==> config.mk <==
export PLATFORM = sky130hd
export DESIGN_NAME = path_canonicalizer_top_flat
export DESIGN_NICKNAME = d
export VERILOG_FILES = /design/src/rtl/pc_pkg.sv /design/src/rtl/pc_in_if.sv /design/src/rtl/pc_out_if.sv /design/src/rtl/pc_ram.sv /design/src/rtl/pc_ctrl.sv /design/src/rtl/pc_datapath.sv /design/src/rtl/path_canonicalizer_top.sv /design/src/flat_wrapper.sv
export VERILOG_INCLUDE_DIRS = /design/src /design/src/rtl
export SDC_FILE = /design/constraint.sdc
export NUM_CORES = 1
export LEC_CHECK = 0
export BUFFER_PORTS_ARGS = -buffer_cell sky130_fd_sc_hd__buf_2
export CAP_MARGIN = 15
export CELL_PAD_IN_SITES_DETAIL_PLACEMENT = 0
export CELL_PAD_IN_SITES_GLOBAL_PLACEMENT = 1
export CORE_MARGIN = 1.5
export CORE_UTILIZATION = 26
export CTS_BUF_LIST = sky130_fd_sc_hd__clkbuf_4
export CTS_CLUSTER_SIZE = 40
export DETAILED_ROUTE_END_ITERATION = 10
export PLACE_DENSITY_LB_ADDON = 0.12
export SLEW_MARGIN = 10
export SYNTH_ARGS = -nofsm -noshare
export SYNTH_HDL_FRONTEND = slang
export SYNTH_HIERARCHICAL = 1
export SYNTH_SLANG_ARGS = --single-unit
==> constraint.sdc <==
create_clock -name clk -period 7 [get_ports clk]
set_input_delay 0.35 -clock clk [delete_from_list [all_inputs] [get_ports clk]]
set_output_delay 0.35 -clock clk [all_outputs]
set_load 0.05 [all_outputs]
==> src/rtl/path_canonicalizer_top_macros.svh <==
// Assertion macros used by the datapath of the path canonicaliser.
`ifndef PATH_CANONICALIZER_TOP_MACROS_SVH
`define PATH_CANONICALIZER_TOP_MACROS_SVH

// Consequent must hold in the same cycle as the antecedent.
`define PC_ASSERT_IMP(lbl, clk, rst_n, ante, cons) \
  lbl: assert property (@(posedge clk) disable iff (!rst_n) (ante) |-> (cons)) \
    else $error("path canonicaliser assertion failed");

// Consequent must hold in the cycle after the antecedent.
`define PC_ASSERT_NXT(lbl, clk, rst_n, ante, cons) \
  lbl: assert property (@(posedge clk) disable iff (!rst_n) (ante) |=> (cons)) \
    else $error("path canonicaliser assertion failed");

`endif

==> src/rtl/pc_pkg.sv <==
package pc_pkg;

  localparam int PC_MAX_PATH     = 64;
  localparam int PC_MAX_SEGMENTS = 32;

  localparam logic [7:0] SLASH_CHAR = 8'h2F;
  localparam logic [7:0] DOT_CHAR   = 8'h2E;

  // Classification of the segment being received.
  localparam logic [1:0] CLASS_EMPTY  = 2'd0;
  localparam logic [1:0] CLASS_DOT    = 2'd1;
  localparam logic [1:0] CLASS_DOTDOT = 2'd2;
  localparam logic [1:0] CLASS_OTHER  = 2'd3;

  typedef struct packed {
    logic accept;
    logic store_slash;
    logic store_char;
    logic close;
    logic pop;
    logic load;
    logic root;
    logic clear;
  } cmd_t;

  typedef struct packed {
    logic slash;
    logic last;
    logic dot_empty;
    logic pop_needed;
    logic wp_zero;
    logic emit_done;
    logic out_free;
  } status_t;

endpackage

==> src/rtl/pc_in_if.sv <==
interface pc_in_if;
  logic       valid;
  logic       ready;
  logic [7:0] path_byte;
  logic       last_byte;

  modport source (output valid, output path_byte, output last_byte, input ready);
  modport sink (input valid, input path_byte, input last_byte, output ready);
endinterface

==> src/rtl/pc_out_if.sv <==
interface pc_out_if;
  logic       valid;
  logic       ready;
  logic [7:0] out_byte;
  logic       out_last;
  logic       overflow;

  modport source (output valid, output out_byte, output out_last, output overflow,
                  input ready);
  modport sink (input valid, input out_byte, input out_last, input overflow,
                output ready);
endinterface

==> src/rtl/pc_ram.sv <==
module pc_ram #(
  parameter int WIDTH = 8,
  parameter int DEPTH = 64,
  localparam int AW = $clog2(DEPTH)
) (
  input  logic             clk,
  input  logic             we,
  input  logic [AW-1:0]    waddr,
  input  logic [WIDTH-1:0] wdata,
  input  logic [AW-1:0]    raddr,
  output logic [WIDTH-1:0] rdata
);

  logic [WIDTH-1:0] mem_r [DEPTH];
  logic [WIDTH-1:0] rdata_r;

  always_ff @(posedge clk) begin
    if (we) begin
      mem_r[waddr] <= wdata;
    end
    rdata_r <= mem_r[raddr];
  end

  assign rdata = rdata_r;

endmodule

==> src/rtl/pc_ctrl.sv <==
module pc_ctrl (
  input  logic            clk,
  input  logic            rst_n,
  input  logic            in_valid,
  output logic            in_ready,
  input  pc_pkg::status_t status,
  output pc_pkg::cmd_t    cmd
);
  import pc_pkg::*;

  localparam logic [2:0] S_IDLE    = 3'd0;
  localparam logic [2:0] S_STEP    = 3'd1;
  localparam logic [2:0] S_CHAR    = 3'd2;
  localparam logic [2:0] S_CLOSE   = 3'd3;
  localparam logic [2:0] S_POP1    = 3'd4;
  localparam logic [2:0] S_POP2    = 3'd5;
  localparam logic [2:0] S_EMIT_RD = 3'd6;
  localparam logic [2:0] S_EMIT_LD = 3'd7;

  logic [2:0] state_r;
  logic [2:0] state_nxt;

  assign in_ready = (state_r == S_IDLE);

  always_comb begin
    state_nxt = state_r;
    cmd       = '0;
    case (state_r)
      S_IDLE: begin
        if (in_valid) begin
          cmd.accept = 1'b1;
          state_nxt  = S_STEP;
        end
      end
      S_STEP: begin
        if (status.slash) begin
          cmd.close = 1'b1;
          if (status.pop_needed) begin
            state_nxt = S_POP1;
          end else if (status.last) begin
            state_nxt = S_CLOSE;
          end else begin
            state_nxt = S_IDLE;
          end
        end else if (status.dot_empty) begin
          // A new segment opens with its separator before the character itself.
          cmd.store_slash = 1'b1;
          state_nxt       = S_CHAR;
        end else begin
          cmd.store_char = 1'b1;
          state_nxt      = status.last ? S_CLOSE : S_IDLE;
        end
      end
      S_CHAR: begin
        cmd.store_char = 1'b1;
        state_nxt      = status.last ? S_CLOSE : S_IDLE;
      end
      S_CLOSE: begin
        cmd.close = 1'b1;
        state_nxt = status.pop_needed ? S_POP2 : S_EMIT_RD;
      end
      S_POP1: begin
        cmd.pop   = 1'b1;
        state_nxt = status.last ? S_CLOSE : S_IDLE;
      end
      S_POP2: begin
        cmd.pop   = 1'b1;
        state_nxt = S_EMIT_RD;
      end
      S_EMIT_RD: begin
        // The store read is issued only once the output register will be free.
        if (status.out_free) begin
          if (status.wp_zero) begin
            cmd.root  = 1'b1;
            cmd.clear = 1'b1;
            state_nxt = S_IDLE;
          end else begin
            state_nxt = S_EMIT_LD;
          end
        end
      end
      S_EMIT_LD: begin
        cmd.load = 1'b1;
        if (status.emit_done) begin
          cmd.clear = 1'b1;
          state_nxt = S_IDLE;
        end else begin
          state_nxt = S_EMIT_RD;
        end
      end
      default: begin
        state_nxt = S_IDLE;
      end
    endcase
  end

  always_ff @(posedge clk) begin
    if (!rst_n) begin
      state_r <= S_IDLE;
    end else begin
      state_r <= state_nxt;
    end
  end

endmodule

==> src/rtl/pc_datapath.sv <==
`include "path_canonicalizer_top_macros.svh"

module pc_datapath #(
  parameter int MAX_PATH     = pc_pkg::PC_MAX_PATH,
  parameter int MAX_SEGMENTS = pc_pkg::PC_MAX_SEGMENTS
) (
  input  logic            clk,
  input  logic            rst_n,
  input  logic [7:0]      path_byte,
  input  logic            last_byte,
  input  logic            out_ready,
  output logic            out_valid,
  output logic [7:0]      out_byte,
  output logic            out_last,
  output logic            overflow,
  input  pc_pkg::cmd_t    cmd,
  output pc_pkg::status_t status
);
  import pc_pkg::*;

  localparam int PW = $clog2(MAX_PATH + 1);
  localparam int AW = $clog2(MAX_PATH);
  localparam int CW = $clog2(MAX_SEGMENTS + 1);
  localparam int SW = $clog2(MAX_SEGMENTS);

  logic [7:0]    byte_r;
  logic          last_r;
  logic [PW-1:0] wp_r, wp_nxt;
  logic [PW-1:0] cs_r, cs_nxt;
  logic [CW-1:0] cnt_r, cnt_nxt;
  logic [1:0]    dot_r, dot_nxt;
  logic          ovf_r, ovf_nxt;
  logic [AW-1:0] idx_r, idx_nxt;
  logic          out_valid_r, out_valid_nxt;
  logic [7:0]    out_byte_r;
  logic          out_last_r;
  logic          out_ovf_r;

  logic          char_we;
  logic [7:0]    char_wdata;
  logic [7:0]    char_rdata;
  logic          seg_we;
  logic [CW-1:0] cnt_dec;
  logic [PW-1:0] seg_rdata;
  logic          room;
  logic          emit_done;

  assign room      = (wp_r < PW'(MAX_PATH));
  assign cnt_dec   = cnt_r - CW'(1);
  assign emit_done = ((PW'(idx_r) + PW'(1)) == wp_r);

  pc_ram #(.WIDTH(8), .DEPTH(MAX_PATH)) u_char_store (
    .clk   (clk),
    .we    (char_we),
    .waddr (wp_r[AW-1:0]),
    .wdata (char_wdata),
    .raddr (idx_r),
    .rdata (char_rdata)
  );

  // The read address always points at the top of the segment stack, ready for a pop.
  pc_ram #(.WIDTH(PW), .DEPTH(MAX_SEGMENTS)) u_seg_starts (
    .clk   (clk),
    .we    (seg_we),
    .waddr (cnt_r[SW-1:0]),
    .wdata (cs_r),
    .raddr (cnt_dec[SW-1:0]),
    .rdata (seg_rdata)
  );

  always_comb begin
    wp_nxt     = wp_r;
    cs_nxt     = cs_r;
    cnt_nxt    = cnt_r;
    dot_nxt    = dot_r;
    ovf_nxt    = ovf_r;
    idx_nxt    = idx_r;
    char_we    = 1'b0;
    char_wdata = cmd.store_slash ? SLASH_CHAR : byte_r;
    seg_we     = 1'b0;

    if (cmd.store_slash || cmd.store_char) begin
      if (room) begin
        char_we = 1'b1;
        wp_nxt  = wp_r + PW'(1);
      end else begin
        ovf_nxt = 1'b1;
      end
    end
    if (cmd.store_slash) begin
      cs_nxt = wp_r;
    end
    if (cmd.store_char) begin
      if (byte_r == DOT_CHAR && dot_r == CLASS_EMPTY) begin
        dot_nxt = CLASS_DOT;
      end else if (byte_r == DOT_CHAR && dot_r == CLASS_DOT) begin
        dot_nxt = CLASS_DOTDOT;
      end else begin
        dot_nxt = CLASS_OTHER;
      end
    end

    if (cmd.close) begin
      case (dot_r)
        CLASS_DOT: begin
          wp_nxt = cs_r;
        end
        CLASS_DOTDOT: begin
          // The stored start of the popped segment is read out in the following cycle.
          wp_nxt = cs_r;
          if (cnt_r != '0) begin
            cnt_nxt = cnt_dec;
          end
        end
        CLASS_OTHER: begin
          if (wp_r != cs_r) begin
            if (cnt_r < CW'(MAX_SEGMENTS)) begin
              seg_we  = 1'b1;
              cnt_nxt = cnt_r + CW'(1);
            end else begin
              wp_nxt  = cs_r;
              ovf_nxt = 1'b1;
            end
          end
        end
        default: begin
        end
      endcase
      dot_nxt = CLASS_EMPTY;
    end

    if (cmd.pop) begin
      wp_nxt = seg_rdata;
    end

    if (cmd.load) begin
      idx_nxt = idx_r + AW'(1);
    end

    if (cmd.clear) begin
      wp_nxt  = '0;
      cs_nxt  = '0;
      cnt_nxt = '0;
      dot_nxt = CLASS_EMPTY;
      ovf_nxt = 1'b0;
      idx_nxt = '0;
    end
  end

  always_comb begin
    out_valid_nxt = out_valid_r && !out_ready;
    if (cmd.load || cmd.root) begin
      out_valid_nxt = 1'b1;
    end
  end

  always_ff @(posedge clk) begin
    if (!rst_n) begin
      wp_r        <= '0;
      cs_r        <= '0;
      cnt_r       <= '0;
      dot_r       <= CLASS_EMPTY;
      ovf_r       <= 1'b0;
      idx_r       <= '0;
      out_valid_r <= 1'b0;
    end else begin
      wp_r        <= wp_nxt;
      cs_r        <= cs_nxt;
      cnt_r       <= cnt_nxt;
      dot_r       <= dot_nxt;
      ovf_r       <= ovf_nxt;
      idx_r       <= idx_nxt;
      out_valid_r <= out_valid_nxt;
    end
  end

  always_ff @(posedge clk) begin
    if (cmd.accept) begin
      byte_r <= path_byte;
      last_r <= last_byte;
    end
    if (cmd.load) begin
      out_byte_r <= char_rdata;
      out_last_r <= emit_done;
      out_ovf_r  <= ovf_r;
    end else if (cmd.root) begin
      out_byte_r <= SLASH_CHAR;
      out_last_r <= 1'b1;
      out_ovf_r  <= ovf_r;
    end
  end

  assign out_valid = out_valid_r;
  assign out_byte  = out_byte_r;
  assign out_last  = out_last_r;
  assign overflow  = out_ovf_r;

  assign status.slash      = (byte_r == SLASH_CHAR);
  assign status.last       = last_r;
  assign status.dot_empty  = (dot_r == CLASS_EMPTY);
  assign status.pop_needed = (dot_r == CLASS_DOTDOT) && (cnt_r != '0);
  assign status.wp_zero    = (wp_r == '0);
  assign status.emit_done  = emit_done;
  assign status.out_free   = !out_valid_r || out_ready;

  `PC_ASSERT_IMP(a_wp_bound, clk, rst_n, 1'b1, wp_r <= PW'(MAX_PATH))
  `PC_ASSERT_IMP(a_cnt_bound, clk, rst_n, 1'b1, cnt_r <= CW'(MAX_SEGMENTS))
  `PC_ASSERT_IMP(a_load_free, clk, rst_n, cmd.load || cmd.root, !out_valid_r || out_ready)
  `PC_ASSERT_NXT(a_clear, clk, rst_n, cmd.clear, wp_r == '0 && cnt_r == '0 && out_valid_r)

endmodule

==> src/rtl/path_canonicalizer_top.sv <==
// Each byte is taken only in the idle state; the first byte of a segment also stores its
// leading slash. The final byte then adds its close, and each emitted character is read
// through the registered read of the character store (a lone "/" needs no read); the emit
// pass waits while the sink holds ready low.
// No new byte is taken until the emit pass has loaded the path's last character for output.
// Reset (rst_n low, synchronous) clears the controller, counters, pointers and output valid;
// the character store and segment stack are not cleared and need no clearing pass.
module path_canonicalizer_top #(
  parameter int MAX_PATH     = pc_pkg::PC_MAX_PATH,
  parameter int MAX_SEGMENTS = pc_pkg::PC_MAX_SEGMENTS
) (
  input logic      clk,
  input logic      rst_n,
  pc_in_if.sink    in_ch,
  pc_out_if.source out_ch
);
  import pc_pkg::*;

  cmd_t    cmd;
  status_t status;
  logic    in_ready;

  pc_ctrl u_ctrl (
    .clk      (clk),
    .rst_n    (rst_n),
    .in_valid (in_ch.valid),
    .in_ready (in_ready),
    .status   (status),
    .cmd      (cmd)
  );

  pc_datapath #(
    .MAX_PATH     (MAX_PATH),
    .MAX_SEGMENTS (MAX_SEGMENTS)
  ) u_datapath (
    .clk       (clk),
    .rst_n     (rst_n),
    .path_byte (in_ch.path_byte),
    .last_byte (in_ch.last_byte),
    .out_ready (out_ch.ready),
    .out_valid (out_ch.valid),
    .out_byte  (out_ch.out_byte),
    .out_last  (out_ch.out_last),
    .overflow  (out_ch.overflow),
    .cmd       (cmd),
    .status    (status)
  );

  assign in_ch.ready = in_ready;

endmodule

==> src/flat_wrapper.sv <==
// flat-port wrapper written by rule: the top's interface ports become plain ports
module path_canonicalizer_top_flat import pc_pkg::*;
#(
  parameter int MAX_PATH     = pc_pkg::PC_MAX_PATH,
  parameter int MAX_SEGMENTS = pc_pkg::PC_MAX_SEGMENTS
)
  (clk, rst_n, in_ch_valid, in_ch_path_byte, in_ch_last_byte, in_ch_ready, out_ch_valid, out_ch_out_byte, out_ch_out_last, out_ch_overflow, out_ch_ready);
  pc_in_if in_ch_i ();
  pc_out_if out_ch_i ();
  input logic clk;
  input logic rst_n;
  input wire logic [$bits(in_ch_i.valid)-1:0] in_ch_valid;
  input wire logic [$bits(in_ch_i.path_byte)-1:0] in_ch_path_byte;
  input wire logic [$bits(in_ch_i.last_byte)-1:0] in_ch_last_byte;
  output wire logic [$bits(in_ch_i.ready)-1:0] in_ch_ready;
  output wire logic [$bits(out_ch_i.valid)-1:0] out_ch_valid;
  output wire logic [$bits(out_ch_i.out_byte)-1:0] out_ch_out_byte;
  output wire logic [$bits(out_ch_i.out_last)-1:0] out_ch_out_last;
  output wire logic [$bits(out_ch_i.overflow)-1:0] out_ch_overflow;
  input wire logic [$bits(out_ch_i.ready)-1:0] out_ch_ready;
  assign in_ch_i.valid = in_ch_valid;
  assign in_ch_i.path_byte = in_ch_path_byte;
  assign in_ch_i.last_byte = in_ch_last_byte;
  assign in_ch_ready = in_ch_i.ready;
  assign out_ch_valid = out_ch_i.valid;
  assign out_ch_out_byte = out_ch_i.out_byte;
  assign out_ch_out_last = out_ch_i.out_last;
  assign out_ch_overflow = out_ch_i.overflow;
  assign out_ch_i.ready = out_ch_ready;
  path_canonicalizer_top #(.MAX_PATH(MAX_PATH), .MAX_SEGMENTS(MAX_SEGMENTS)) u_core (.clk(clk), .rst_n(rst_n), .in_ch(in_ch_i), .out_ch(out_ch_i));
endmodule
## Yosys cells after proc, flatten, opt, wreduce, memory -nomap -nowiden

Memory sizes are Yosys's and may differ from the RTL's. A register that Yosys moved wholly into a read port is not among the register bits.
Cells that the tools add are included.

| storage, ports and cells | value |
|---|---|
| output and inout port bits | 12 |
| register bits after elaboration | 52 |
| memories | 2 |
| memory bits (writable) | 736 |
| input bits | 13 |
| word-level logic and storage cells | 127 |

Memories:

| memory | depth | width | rd ports | clocked after Yosys merged registers in | wr ports | RTL line | RTL |
|---|---|---|---|---|---|---|---|
| u_core.u_datapath.u_char_store.mem_r | 64 | 8 | 1 | 1 | 1 | pc_ram.sv:14 | `logic [WIDTH-1:0] mem_r [DEPTH];` |
| u_core.u_datapath.u_seg_starts.mem_r | 32 | 7 | 1 | 1 | 1 | pc_ram.sv:14 |  |

| cells by class | value |
|---|---|
| reductions and logical operators | 22 |
| mux-type cells | 63 |
| order comparisons | 2 |
| bitwise operators | 1 |
| equality and inequality tests | 19 |
| add/sub/neg operators | 5 |

Operators by type and width:

| cell | number |
|---|---|
| two-way mux 7 bit | 6 |
| two-way mux 1 bit | 32 |
| two-way mux 8 bit | 3 |
| case mux 3 bit (7 select lines) | 1 |
| two-way mux 3 bit | 6 |
| two-way mux 6 bit | 3 |
| == test 8 x 6 -> 1 bit (second input constant) | 2 |
| two-way mux 2 bit | 7 |
| case mux 7 bit (2 select lines) | 1 |
| adder 6 x 1 -> 6 bit (second input constant) | 2 |
| == test 3 bit (second input constant) | 4 |
| case mux 6 bit (2 select lines) | 1 |
| inequality test 2 bit (second input constant) | 4 |
| OR reduction 2 bit | 4 |
| adder 6 x 1 -> 7 bit (second input constant) | 1 |
| adder 7 x 1 -> 7 bit (second input constant) | 1 |
| == test 7 bit | 1 |
| logical NOT 7 bit | 1 |
| < comparator 7 bit (second input constant) | 1 |
| inequality test 7 bit | 1 |
| == test 3 x 2 -> 1 bit (second input constant) | 2 |
| < comparator 6 bit (second input constant) | 1 |
| case mux 1 bit (2 select lines) | 3 |
| nonzero test 6 bit | 1 |
| other kinds (15) | 23 |

## Longest topological paths before layout

| logic depth | value |
|---|---|
| word-level depth | 11 |
| mapped depth | 13 |

## By module

Netlist, hierarchy kept.

By module, submodules not included:

| module | times used | cells an instance | seq. area each (µm²) | area each (µm²) |
|---|---|---|---|---|
| pc_ram (u_core.u_datapath.u_char_store) | 1 | 940 | 15,534.9 | 20,166.8 |
| pc_ram (u_core.u_datapath.u_seg_starts) | 1 | 370 | 6,866.6 | 8,833.5 |
| pc_datapath | 1 | 289 | 1,171.1 | 2,788.9 |
| pc_ctrl | 1 | 49 | 60.1 | 335.3 |

## Worst setup path before layout

No wires, ideal clock.

| timing | value |
|---|---|
| path type | register to register |
| start point | register u_core.u_datapath.byte_r[4] |
| end point | memory u_core.u_datapath.u_char_store.mem_r[0][4] (data pin) |
| setup slack | 3.334 ns |
| period minus slack after synthesis | 3.666 ns |
| stages on the path, launching flop included | 8 |
| arrival | 3.149 ns |
| setup time | 0.517 ns |
| path through | edfxtp_1 -> nor4b_1 -> nand4_1 -> nor2_1 -> nor4_1 -> buf_2 -> clkbuf_1 -> nor2b_1 |

RTL lines:

| element | RTL line | RTL |
|---|---|---|
| start: declaration | pc_datapath.sv:26 | `logic [7:0] byte_r;` |
| start signal: assignment | pc_datapath.sv:179 | `byte_r <= path_byte;` |
| end: declaration | pc_ram.sv:14 |  |

==> flow_summary.rst <==
.. list-table::
   :header-rows: 1

   * - Metric
     - Value
   * - Measured slew at the worst slew-check pin
     - 1.053 ns
   * - Vias post-DR
     - 16.49k
   * - Normalized max-slew margin
     - 0.2977
   * - Share of the synthesized area in the top cell type
     - 0.7057
   * - Longest Clk Path Bufs
     - 3
   * - Kind of end point of the critical path
     - register
   * - Pin count of the biggest net entering global routing
     - 93
   * - Series of cell instances along the critical path
     - nor4b_1 -> nand4_1 -> nor2_1 -> nor4_2 -> buf_4 -> nor2_1 -> nor2_1 -> nand3_1 -> nor2_1
   * - Pre-CTS WS
     - 2.508 ns
   * - TritonCTS clock tree
     - built
   * - Post-DRT Antenna Nets
     - 0
   * - Leading area contributor after synthesis
     - edfxtp_1
   * - Layout Nets
     - 1878
   * - Total of flip-flops plus latches after synthesis
     - 803
   * - Initial core utilization
     - 0.2629
   * - Post-route setup slack
     - 2.594 ns
   * - Final Wtd Congestion
     - 0.7200
   * - Standard-cell rows
     - 128
   * - Area contributors post-synth
     - edfxtp_1 (71%), mux4_2 (14%), dfxtp_1 (3.0%)
   * - Most instantiated flip-flop cell in the synthesis netlist
     - edfxtp_1
   * - NetSw
     - 2.880 mW
   * - Cell occurring most often along the worst timing path
     - nor2_1
   * - Number of synthesized flops with an enable pin
     - 755
   * - Critical path origin
     - u_core/u_datapath/byte_r[5]$_DFFE_PP_
   * - Width of the die
     - 354.5 um
   * - Switching power as a share of total power
     - 0.2603
   * - Internal
     - 8.182 mW
   * - Synth Area per Inst
     - 19.49 um2
   * - Average wire length per cell after detail routing
     - 23.55 um
   * - DRC viols
     - 0
   * - Total global routing overflow
     - 0
   * - Buffer and inverter count on the worst path
     - 1
   * - Final total negative setup slack
     - 0 ns
   * - Category of the worst setup path launch point
     - register
   * - Vias per std cell
     - 4.509
   * - Post-synth ARST share
     - 0
   * - Kind of cell with the highest combined delay on the critical path
     - simple AND/OR/NAND/NOR gates
   * - List of most frequent post-synthesis cells
     - edfxtp_1 (755), mux4_2 (196), nor2_1 (152), dfxtp_1 (48), nand2_1 (40)
   * - Count of port buffers added during placement
     - 24
   * - Library cell with the highest instance count after synthesis
     - edfxtp_1
   * - Critical path data arrival time
     - 5.17 ns
   * - Number of ports placed on the die boundary
     - 25
   * - Logic pwr share
     - 0.097
   * - Final-report max-slew violation count
     - 0
   * - Count of warnings emitted by yosys
     - 6
   * - Die footprint
     - 125700 um2
   * - Unrepaired setup endpoints after global routing
     - no
   * - Slowest cell on crit path
     - nor2_1
   * - Type of the worst setup path
     - register to register
   * - Y dimension of the die
     - 354.5 um
   * - Number of global-route vias before repair
     - 17.52k
   * - Antenna violations before repair
     - 3
   * - Number of H-tree branching levels
     - 4
   * - Leak Pwr
     - 11.52 nW
   * - Wire length of the first global-routing pass
     - 125100 um
   * - Part of the Yosys area used for sequential elements
     - 0.7357
   * - Total wirelength of the detailed-routed design
     - 86090 um
   * - Critical path data required time
     - 7.77 ns
   * - Worst clock skew
     - 0.1202 ns
   * - Power density over the cells
     - 297.4 nW/um2
   * - Max Cap Violations
     - 0
   * - Count of final setup violators
     - 0
   * - Synthesized net count
     - 1671
   * - Syn-to-layout area delta
     - 15.77%
   * - Worst voltage drop across the vdd grid
     - 0.1703 mV
   * - Reg2Reg Launch Point
     - u_core/u_datapath/byte_r[5]$_DFFE_PP_
   * - Run status
     - completed
   * - Sequential group share of total power
     - 0.516
   * - Synth Cell Area
     - 32120 um2
   * - CTS buffer count
     - 215
   * - Detailed placer's ending HPWL
     - 50370 um
   * - Relative contribution of the clock network to total power
     - 0.387
   * - Count of unique library cells instantiated by Yosys
     - 73
   * - Max Clock Freq
     - 227.0 MHz
   * - Period Utilization, post-route
     - 0.6294
   * - Area of the core region
     - 122200 um2
   * - Maximum fanout along the worst path
     - 17
   * - Min Clock Period, post-route
     - 4.406 ns
   * - Hold path startpoint
     - rst_n
   * - Number of failing hold endpoints at the final stage
     - 0
   * - Class of the tightest hold or removal check
     - primary input to register
   * - Number of setup buffers added after CTS
     - 0
   * - Overall fraction of global-route tracks in use
     - 0.1385
   * - Ratio of cells with drive above 1 in the final layout
     - 0.3254
   * - First drt pass iteration count
     - 7
   * - Starting DRT DRC Count
     - 1044
   * - Clock root cell
     - clkbuf_4
   * - CTS clk-pin slew, worst paths
     - 0.07 ns
   * - Mapped Cells
     - 1648
   * - Source-to-sink clock delay at the later pin of the worst-skew pair
     - 1.19 ns
   * - Maximum single-stage delay on the critical path
     - 0.96 ns
   * - Number of sinks on the clock net
     - 803
per-stage QoR:
step | total power, mW | instances | hold slack [ns] | utilization | cell area [um2]
final | 11.06 | 3656 | 0.2435 | 0.3044 | 37190
after global placement | 6.932 | 3236 | 0.4433 | 0.2786 | 34050
after detailed placement | 6.931 | 3238 | 0.4328 | 0.2788 | 34070
after floorplan | 6.376 | 1648 | 0.4090 | - | 32120
after global routing | 11.61 | 3654 | 0.1421 | 0.3043 | 37190
after CTS | 11.32 | 3650 | 0.07341 | 0.3042 | 37180
final timing paths:
check                                                               end  slack [ns]  cells after the start
setup / recovery  u_core/u_datapath/u_char_store/mem_r[33][6]$_DFFE_PP_        2.59                      9
hold reg to reg                    u_core/u_datapath/overflow$_DFFE_PP_        0.44                      0
setup reg to reg  u_core/u_datapath/u_char_store/mem_r[33][6]$_DFFE_PP_        2.59                      9
hold / removal                  u_core/u_datapath/cnt_r[4]$_SDFFE_PP0P_        0.24                      4
final cells by class:
type | count | area [um2]
antenna | 6 | 15.01
tap | 1625 | 2033
clock inverter | 63 | 421.7
inverter | 16 | 61.31
timing repair buffer | 83 | 638.1
clock buffer | 324 | 2432
multi-input combinational | 736 | 7944
sequential | 803 | 23650
fill | 12000 | 85010
power groups by stage:
| stage | logic (mW) | registers, mW | clock network [mW] |
|---|---|---|---|
| finish | 1.07 | 5.71 | 4.28 |
| global route | 1.18 | 5.72 | 4.71 |
| CTS | 1.13 | 5.71 | 4.48 |
| detailed placement | 1.12 | 5.81 | 0 |
| global placement | 1.12 | 5.81 | 0 |
| floorplan | 0.599 | 5.78 | 0 |
cells by family (layout without fill, tap and decap cells):
family | Yosys count | in the layout | synth area share
buffers and inverters | 109 | 486 | 0.01916
and+or+nand+nor | 330 | 330 | 0.05102
adders and majority gates | 10 | 10 | 0.003895
xor gates and xnor gates | 29 | 29 | 0.007907
AOI/OAI and AO/OA | 119 | 119 | 0.02793
DFF | 803 | 803 | 0.7357
other | 0 | 6 | 0
muxes | 248 | 248 | 0.1544
placed cells by master, fill, tap and decap left out, types with 12 or more instances in the layout:
cell type      synthesis  layout
edfxtp_1             755     755
clkbuf_4               0     324
mux4_2               196     196
nor2_1               152     151
dfxtp_1               48      43
clkinv_1               0      42
nand2_1               40      40
buf_4                 18      33
mux2i_1               31      31
dlygate4sd3_1          0      25
buf_2                 19      24
nand3_1               24      24
mux2_2                21      21
nand2b_1              20      20
nor2b_1               22      19
inv_1                 16      15
xnor2_1               14      14
xor2_1                15      13
o21ai_0               12      12
layer usage:
layer | wire, um | track usage
met5 | 0 | 0
met4 | 2169 | 0.05043
met3 | 3518 | 0.03116
met2 | 42350 | 0.2253
met1 | 38050 | 0.1809
tightest hold or removal path, stage by stage:
cell	delay, ns
dlygate4sd3_1	0.52
buf_2	0.13
nand2b_1	0.29
a211oi_2	0.05
sequential cells by signal, summed over array words and instances (netlist names), 3 cells and up:
| signal | count |
|---|---|
| u_core/u_ctrl/state_r | 3 |
| u_core/u_datapath/cnt_r | 6 |
| u_core/u_datapath/idx_r | 6 |
| u_core/u_datapath/wp_r | 7 |
| u_core/u_datapath/u_seg_starts/mem_r | 224 |
| u_core/u_datapath/cs_r | 7 |
| u_core/u_datapath/byte_r | 8 |
| u_core/u_datapath/u_seg_starts/rdata | 7 |
| u_core/u_datapath/out_byte | 8 |
| u_core/u_datapath/u_char_store/rdata | 8 |
| u_core/u_datapath/u_char_store/mem_r | 512 |
timing repair:
action                    CTS  global route
resized for setup           0             0
hold endpoints to repair   42             0
hold buffers               25             0
(Power assumes the default switching activity.)
